<file path="src/hdl/pal_pkg.sv">
// ---------------------------------------------------------------------------
// pal_pkg: shared types and constants for the positional array list
// Widths, operation and status codes, the per-cell command and helpers.
// ---------------------------------------------------------------------------
`default_nettype none

package pal_pkg;

    localparam int CAPACITY = 32;
    localparam int ELEM_W   = 32;
    localparam int IDX_W    = $clog2(CAPACITY);
    localparam int CNT_W    = $clog2(CAPACITY + 1);
    localparam int POS_W    = 6;
    localparam int OP_W     = 2;
    localparam int ST_W     = 2;

    typedef enum logic [OP_W-1:0] {
        OP_INSERT = 2'd0,
        OP_DELETE = 2'd1,
        OP_FIND   = 2'd2,
        OP_READ   = 2'd3
    } op_t;

    typedef enum logic [ST_W-1:0] {
        ST_OK       = 2'd0,
        ST_FULL     = 2'd1,
        ST_BADPOS   = 2'd2,
        ST_NOTFOUND = 2'd3
    } status_t;

    // Broadcast to every cell of the row
    typedef struct packed {
        logic              ins;
        logic              del;
        logic [IDX_W-1:0]  target;
        logic [ELEM_W-1:0] value;
        logic [CNT_W-1:0]  count;
    } cell_cmd_t;

    // Lowest set bit of the match vector
    function automatic logic [IDX_W-1:0] first_set(input logic [CAPACITY-1:0] vec);
        logic [IDX_W-1:0] idx;
        idx = '0;
        for (int i = CAPACITY - 1; i >= 0; i--)
        begin
            if (vec[i])
            begin
                idx = IDX_W'(i);
            end
        end
        return idx;
    endfunction

endpackage

`default_nettype wire

</file>
<file path="src/hdl/pal_if.sv">
// ---------------------------------------------------------------------------
// pal_if: request and response channels of the positional array list
// Valid/ready channels; a word moves when both are high at a clock edge.
// ---------------------------------------------------------------------------
`default_nettype none

interface pal_req_if;
    logic                        valid;
    logic                        ready;
    logic [pal_pkg::OP_W-1:0]    op;
    logic signed [31:0]          value;
    logic [pal_pkg::POS_W-1:0]   position;

    modport source (output valid, output op, output value, output position, input ready);
    modport sink   (input valid, input op, input value, input position, output ready);
endinterface

interface pal_rsp_if;
    logic                        valid;
    logic                        ready;
    logic [pal_pkg::ST_W-1:0]    status;
    logic [pal_pkg::IDX_W-1:0]   found_index;
    logic signed [31:0]          read_value;
    logic [pal_pkg::CNT_W-1:0]   length;

    modport source (output valid, output status, output found_index, output read_value,
                    output length, input ready);
    modport sink   (input valid, input status, input found_index, input read_value,
                    input length, output ready);
endinterface

`default_nettype wire

</file>
<file path="src/hdl/pal_cell.sv">
// ---------------------------------------------------------------------------
// pal_cell: one slot of the list
// Holds an entry, shifts from either neighbour, and compares against the key.
// ---------------------------------------------------------------------------
`default_nettype none

module pal_cell (
    input  wire logic                       clk,
    input  wire logic [pal_pkg::IDX_W-1:0]  cell_idx,
    input  wire pal_pkg::cell_cmd_t         cmd,
    input  wire logic [pal_pkg::ELEM_W-1:0] left_entry,
    input  wire logic [pal_pkg::ELEM_W-1:0] right_entry,
    output logic [pal_pkg::ELEM_W-1:0]      entry,
    output logic                            match
);

    logic [pal_pkg::ELEM_W-1:0] entry_reg;

    always_ff @(posedge clk)
    begin
        if (cmd.ins && (cell_idx > cmd.target))
        begin
            entry_reg <= left_entry;
        end
        else if (cmd.ins && (cell_idx == cmd.target))
        begin
            entry_reg <= cmd.value;
        end
        else if (cmd.del && (cell_idx >= cmd.target))
        begin
            entry_reg <= right_entry;
        end
    end

    assign entry = entry_reg;
    assign match = ({1'b0, cell_idx} < cmd.count) && (entry_reg == cmd.value);

endmodule

`default_nettype wire

</file>
<file path="src/hdl/positional_array_list_unit.sv">
// ---------------------------------------------------------------------------
// positional_array_list_unit: ordered list of signed words
// Insert, delete, find and read on a row of shifting cells.
// ---------------------------------------------------------------------------
// Each request word passes through the states in order: IDLE accepts it, EVAL
// compares every cell against the key and checks the position, and DONE shifts
// the row of cells and loads the response register. DONE waits while an earlier
// response is still waiting to be taken. A new request is taken only once the
// unit is back in IDLE, so it is never taken before the last one is through.
// All cells compare and shift in parallel; the find result is the lowest
// matching slot. There is no clearing pass after reset.
`default_nettype none

module positional_array_list_unit (
    input  wire logic   clk,
    input  wire logic   rst_n,
    pal_req_if.sink     cmd,
    pal_rsp_if.source   rsp
);

    typedef enum logic [1:0] {
        S_IDLE,
        S_EVAL,
        S_DONE
    } state_t;

    localparam int CAP = pal_pkg::CAPACITY;
    localparam int IW  = pal_pkg::IDX_W;
    localparam int CW  = pal_pkg::CNT_W;
    localparam int EW  = pal_pkg::ELEM_W;

    state_t                    state_reg;
    pal_pkg::op_t              op_reg;
    logic [EW-1:0]             value_reg;
    logic [pal_pkg::POS_W-1:0] pos_reg;
    logic [CW-1:0]             count_reg;
    logic [CW-1:0]             count_next;
    logic [CAP-1:0]            match_reg;
    logic [EW-1:0]             rdata_reg;
    logic [EW-1:0]             rdata_next;
    pal_pkg::status_t          status_reg;
    pal_pkg::status_t          status_next;
    pal_pkg::status_t          final_status;

    logic                      out_valid_reg;
    pal_pkg::status_t          out_status_reg;
    logic [IW-1:0]             out_index_reg;
    logic [EW-1:0]             out_rdata_reg;
    logic [CW-1:0]             out_length_reg;

    logic [EW-1:0]             entry_w [CAP];
    logic [CAP-1:0]            match_w;
    pal_pkg::cell_cmd_t        cell_cmd;
    logic                      commit;
    logic [IW:0]               pos_ext;
    logic [IW:0]               cnt_ext;

    // ---- cell row ----
    assign commit = (state_reg == S_DONE) && !out_valid_reg;

    always_comb
    begin
        cell_cmd.ins    = commit && (op_reg == pal_pkg::OP_INSERT) &&
                          (status_reg == pal_pkg::ST_OK);
        cell_cmd.del    = commit && (op_reg == pal_pkg::OP_DELETE) &&
                          (status_reg == pal_pkg::ST_OK);
        cell_cmd.target = IW'(pos_reg - pal_pkg::POS_W'(1));
        cell_cmd.value  = value_reg;
        cell_cmd.count  = count_reg;
    end

    for (genvar i = 0; i < CAP; i++)
    begin : g_cell
        logic [EW-1:0] left_w;
        logic [EW-1:0] right_w;

        if (i == 0)
        begin : g_first
            assign left_w = '0;
        end
        else
        begin : g_mid_l
            assign left_w = entry_w[i-1];
        end

        if (i == CAP - 1)
        begin : g_last
            assign right_w = '0;
        end
        else
        begin : g_mid_r
            assign right_w = entry_w[i+1];
        end

        pal_cell u_cell (
            .clk         (clk),
            .cell_idx    (IW'(i)),
            .cmd         (cell_cmd),
            .left_entry  (left_w),
            .right_entry (right_w),
            .entry       (entry_w[i]),
            .match       (match_w[i])
        );
    end

    // ---- position checks ----
    assign pos_ext = (IW + 1)'(pos_reg);
    assign cnt_ext = (IW + 1)'(count_reg);

    always_comb
    begin
        status_next = pal_pkg::ST_OK;
        rdata_next  = '0;
        case (op_reg)
            pal_pkg::OP_INSERT:
            begin
                if (count_reg >= CW'(CAP))
                begin
                    status_next = pal_pkg::ST_FULL;
                end
                else if ((pos_reg == '0) || (pos_ext > cnt_ext + (IW + 1)'(1)))
                begin
                    status_next = pal_pkg::ST_BADPOS;
                end
            end
            pal_pkg::OP_DELETE:
            begin
                if ((pos_reg == '0) || (pos_ext > cnt_ext))
                begin
                    status_next = pal_pkg::ST_BADPOS;
                end
            end
            pal_pkg::OP_READ:
            begin
                if (pos_ext >= cnt_ext)
                begin
                    status_next = pal_pkg::ST_BADPOS;
                end
                else
                begin
                    rdata_next = entry_w[pos_reg[IW-1:0]];
                end
            end
            default:
            begin
                status_next = pal_pkg::ST_OK;
            end
        endcase
    end

    always_comb
    begin
        final_status = status_reg;
        count_next   = count_reg;
        if ((op_reg == pal_pkg::OP_FIND) && (match_reg == '0))
        begin
            final_status = pal_pkg::ST_NOTFOUND;
        end
        if (status_reg == pal_pkg::ST_OK)
        begin
            if (op_reg == pal_pkg::OP_INSERT)
            begin
                count_next = count_reg + CW'(1);
            end
            else if (op_reg == pal_pkg::OP_DELETE)
            begin
                count_next = count_reg - CW'(1);
            end
        end
    end

    // ---- sequencer and response register ----
    always_ff @(posedge clk or negedge rst_n)
    begin
        if (!rst_n)
        begin
            state_reg     <= S_IDLE;
            count_reg     <= '0;
            out_valid_reg <= 1'b0;
        end
        else
        begin
            if (out_valid_reg && rsp.ready)
            begin
                out_valid_reg <= 1'b0;
            end
            case (state_reg)
                S_IDLE:
                begin
                    if (cmd.valid)
                    begin
                        op_reg    <= pal_pkg::op_t'(cmd.op);
                        value_reg <= EW'(cmd.value);
                        pos_reg   <= cmd.position;
                        state_reg <= S_EVAL;
                    end
                end
                S_EVAL:
                begin
                    match_reg  <= match_w;
                    status_reg <= status_next;
                    rdata_reg  <= rdata_next;
                    state_reg  <= S_DONE;
                end
                S_DONE:
                begin
                    if (commit)
                    begin
                        out_valid_reg  <= 1'b1;
                        out_status_reg <= final_status;
                        out_index_reg  <= (final_status == pal_pkg::ST_OK &&
                                           op_reg == pal_pkg::OP_FIND) ?
                                          pal_pkg::first_set(match_reg) : '0;
                        out_rdata_reg  <= rdata_reg;
                        out_length_reg <= count_next;
                        count_reg      <= count_next;
                        state_reg      <= S_IDLE;
                    end
                end
                default:
                begin
                    state_reg <= S_IDLE;
                end
            endcase
        end
    end

    assign cmd.ready       = (state_reg == S_IDLE);
    assign rsp.valid       = out_valid_reg;
    assign rsp.status      = out_status_reg;
    assign rsp.found_index = out_index_reg;
    assign rsp.read_value  = out_rdata_reg;
    assign rsp.length      = out_length_reg;

endmodule

`default_nettype wire

</file>
<file path="src/flat_wrapper.sv">
// flat-port wrapper written by rule: the top's interface ports become plain ports
module positional_array_list_unit_flat 
  (clk, rst_n, cmd_valid, cmd_op, cmd_value, cmd_position, cmd_ready, rsp_valid, rsp_status, rsp_found_index, rsp_read_value, rsp_length, rsp_ready);
  pal_req_if cmd_i ();
  pal_rsp_if rsp_i ();
  input  wire logic clk;
  input  wire logic rst_n;
  input wire logic [$bits(cmd_i.valid)-1:0] cmd_valid;
  input wire logic [$bits(cmd_i.op)-1:0] cmd_op;
  input wire logic [$bits(cmd_i.value)-1:0] cmd_value;
  input wire logic [$bits(cmd_i.position)-1:0] cmd_position;
  output wire logic [$bits(cmd_i.ready)-1:0] cmd_ready;
  output wire logic [$bits(rsp_i.valid)-1:0] rsp_valid;
  output wire logic [$bits(rsp_i.status)-1:0] rsp_status;
  output wire logic [$bits(rsp_i.found_index)-1:0] rsp_found_index;
  output wire logic [$bits(rsp_i.read_value)-1:0] rsp_read_value;
  output wire logic [$bits(rsp_i.length)-1:0] rsp_length;
  input wire logic [$bits(rsp_i.ready)-1:0] rsp_ready;
  assign cmd_i.valid = cmd_valid;
  assign cmd_i.op = cmd_op;
  assign cmd_i.value = cmd_value;
  assign cmd_i.position = cmd_position;
  assign cmd_ready = cmd_i.ready;
  assign rsp_valid = rsp_i.valid;
  assign rsp_status = rsp_i.status;
  assign rsp_found_index = rsp_i.found_index;
  assign rsp_read_value = rsp_i.read_value;
  assign rsp_length = rsp_i.length;
  assign rsp_i.ready = rsp_ready;
  positional_array_list_unit u_core (.clk(clk), .rst_n(rst_n), .cmd(cmd_i), .rsp(rsp_i));
endmodule
</file>
<file path="config.mk">
export PLATFORM = sky130hd
export DESIGN_NAME = positional_array_list_unit_flat
export DESIGN_NICKNAME = d
export VERILOG_FILES = /design/src/hdl/pal_pkg.sv /design/src/hdl/pal_if.sv /design/src/hdl/pal_cell.sv /design/src/hdl/positional_array_list_unit.sv /design/src/flat_wrapper.sv
export SDC_FILE = /design/constraint.sdc
export NUM_CORES = 2
export LEC_CHECK = 0
export BUFFER_PORTS_ARGS = -buffer_cell sky130_fd_sc_hd__buf_2
export CORE_ASPECT_RATIO = 1.75
export CORE_MARGIN = 2
export CORE_UTILIZATION = 30
export DETAILED_ROUTE_END_ITERATION = 8
export GPL_TIMING_DRIVEN = 1
export PLACE_DENSITY_LB_ADDON = 0.12
export SYNTH_ARGS = -nofsm -noshare
export SYNTH_HDL_FRONTEND = slang
export SYNTH_SLANG_ARGS = --single-unit
</file>
<file path="constraint.sdc">
create_clock -name clk -period 5.6 [get_ports clk]
set_input_delay 0.28 -clock clk [delete_from_list [all_inputs] [get_ports clk]]
set_output_delay 0.28 -clock clk [all_outputs]
set_load 0.01 [all_outputs]
</file>
==> flow_summary.toml <==
[outcome]
status = "complete, but fails checks"
violations = "max-capacitance violations, max-slew violations"

[layout]
layout.nets = 7194
drive_above_1_share = 0.1353
final_cells = 10570
area_growth_pct = 12.73
largest_reg_flops = 1024
fill_cells = 26060

[clock_network]
cts_tree = "built"
post_cts_resize_count = 0
cts_buffer_depth = 4
cts_root_buf = "clkbuf_16"
cts_sinks = 1184
numCtsBuffers = 144
cts_max_level = 4
cts.clk_slew.worst_paths_ps = 70
clk_latency_ps = 870

[floorplanning]
rows = 246
num_io_pins = 91
core_area_mm2 = 0.2567
dieArea_mm2 = 0.2622
start_util = 0.3015
die_h_um = 675.9
die_w_um = 388.0

[worst_setup_path]
cp-end-kind = "flop"
worstPathRequired_ps = 6280
arrival_ps = 5230
setup.worst_path.start_class = "flop"
path_max_fanout = 4
crit_type = "flop to flop"

[yosys]
seq_area_frac_synth = 0.4546
synth_fp_nets = 7311
synth_cell_types = 79
synthArstFlopShare = 0.007601
netlist_instances = 7248
synth_top_family_by_area = "multiplexers"
synthSimpleGateAreaFrac = 0.1135
synth_top_cell_by_area = "edfxtp_1"
synthTopCellsByArea = "edfxtp_1, mux2i_1, mux4_2"
avgSynthCellArea_um2 = 10.68
synth_compound_area_frac = 0.09912
yosysWarningCount = 0
synth_top_area_frac = 0.4434
synth_fa_ha_area_frac = 0.003071
synthXorXnorAreaFrac = 0.1181
muxShareOfSynthArea = 0.1706
synth-seq-cells = 1184
syn_area_mm2 = 0.07740
synth_ff_type = "edfxtp_1"
synth_most_common_cell = "edfxtp_1"
synthTopCellsByCount = "edfxtp_1, nand2_1, xor2_1"
synth_edf_count = 1143

[sta]
finalSetupViolCount = 0
slew_violations = 2
worst_pin_slew_ps = 1567
fin_tns_setup_ps = 0
grt_setup_unrepaired = "false"
hold_viol = 0
fin_worst_skew_ps = 69.26
period_share = 0.8126
timing.hold.ws_ps = 136.6
fin_ws_ps = 1050
clock.fmax_ghz = 0.2198
period_minus_slack_ps = 4550
slew_headroom = -0.04838

[power]
power_density_mw_per_mm2 = 301.6
p_leak_uw = 0.02917
ir_drop_mv = 0.2183

[global_routing]
use_met1 = 0.2786
busiest_layer = "met2"
grt.total_usage = 0.3011
grt_start_max_net_pins = 97
use_met3 = 0.03114
antenna_found_initial = 9
grt_overflow_total = 0
grt.met2_usage = 0.5385
grt_pass1_wl_um = 539900
grt_pass1_vias = 60600

[routing]
wl_per_cell_um = 38.04
vias = 60150
drc_errors = 0
wirelength_um = 402200
ant_nets = 0
dr.pass1.iters = 9
vias_per_cell = 5.689
drt-initial-drc-count = 5924

[run]
drv_cap = 2

[min_path]
hold_class = "input port to flop"

[placed_design]
dp_slack_ps = 1247
placed_cells = 10290
gp_congestion = 0.9945
hpwl_um = 313200
port_buffers = 90
cell usage in the layout, fill, tap and decap left out, drive strengths merged, types with 41 or more instances in the layout:
| master | n |
|---|---|
| o22ai | 129 |
| a31oi | 72 |
| inv | 95 |
| buf | 365 |
| a22oi | 127 |
| nand2 | 899 |
| a21oi | 415 |
| o21ai | 378 |
| nand4 | 111 |
| xor2 | 691 |
| nor2 | 627 |
| xnor2 | 351 |
| nand3 | 45 |
| mux4 | 288 |
| mux2i | 653 |
| edfxtp | 1143 |
| nor4 | 234 |
| clkinv | 41 |
| clkbuf | 183 |
| dlygate4sd3 | 44 |
area by class of cell:
type	instances	area (um^2)	area share
flip-flops and latches	1184	35190	0.4033
repair buffers	409	3428	0.03929
inverters	93	349.1	0.004001
clock inverters	52	426.7	0.004890
multi-input cells	5299	39790	0.4561
clock buffers	183	3865	0.04430
diodes	5	12.51	0.0001434
well taps	3348	4189	0.04801
logic make-up (layout without fill, tap and decap cells):
family,Yosys count,count (layout)
buffers and inverters,765,737
adders and majority gates,19,19
DFF,1184,1184
and+or+nand+nor,2006,2006
AOI/OAI and AO/OA,1275,1275
xor gates and xnor gates,1042,1042
muxes,957,957
other,0,5
power breakdown:
group | leakage, uW | internal [uW] | switching (uW)
clock | 0.00210 | 5140 | 4210
combinational | 0.0164 | 1770 | 4520
sequential | 0.0107 | 10200 | 506
final timing paths:
path                            slack, ps                 start  depth (start not counted)                  endpoint
worst min register to register        420   u_core.rdata_reg[4]                          0  u_core.rsp.read_value[4]
min in group asynchronous             540                 rst_n                          3          u_core.rsp.valid
worst max register to register       1050  u_core.value_reg[12]                          6       u_core.match_reg[0]
worst max-delay path                 1050  u_core.value_reg[12]                          6       u_core.match_reg[0]
max in group asynchronous            4740                 rst_n                          3         u_core.cnt_ext[4]
worst min-delay path                  140          cmd_value[0]                          2       u_core.value_reg[0]
layer usage:
layer / share of wire / wire (um)
met1: 0.31 / 124600
met2: 0.51 / 203900
met3: 0.037 / 14770
met4: 0.15 / 58940
met5: 0.000077 / 31
repair_timing:
item | 4_1_cts | 5_1_grt
buffers inserted | 0 | 0
endpoints found under the hold margin | 51 | 0
hold buffers | 44 | 0
endpoints found under the setup margin | 0 | 0
stage by stage:
step	total power, uW	instance area (um^2)	util
2_1_floorplan	13700	77410	-
3_3_place_gp	16920	82440	0.3212
3_5_place_dp	16950	82450	0.3212
4_1_cts	26320	87190	0.3396
5_1_grt	26840	87240	0.3399
6_report	26310	87250	0.3399
critical path, cell delays in order, from the launching register on:
cell	delay, ps
edfxtp_1	660
xnor2_1	1000
nand4_1	600
nor4_1	600
nand4_1	290
nor4_1	940
buf_4	300
(Power assumes the default switching activity.)
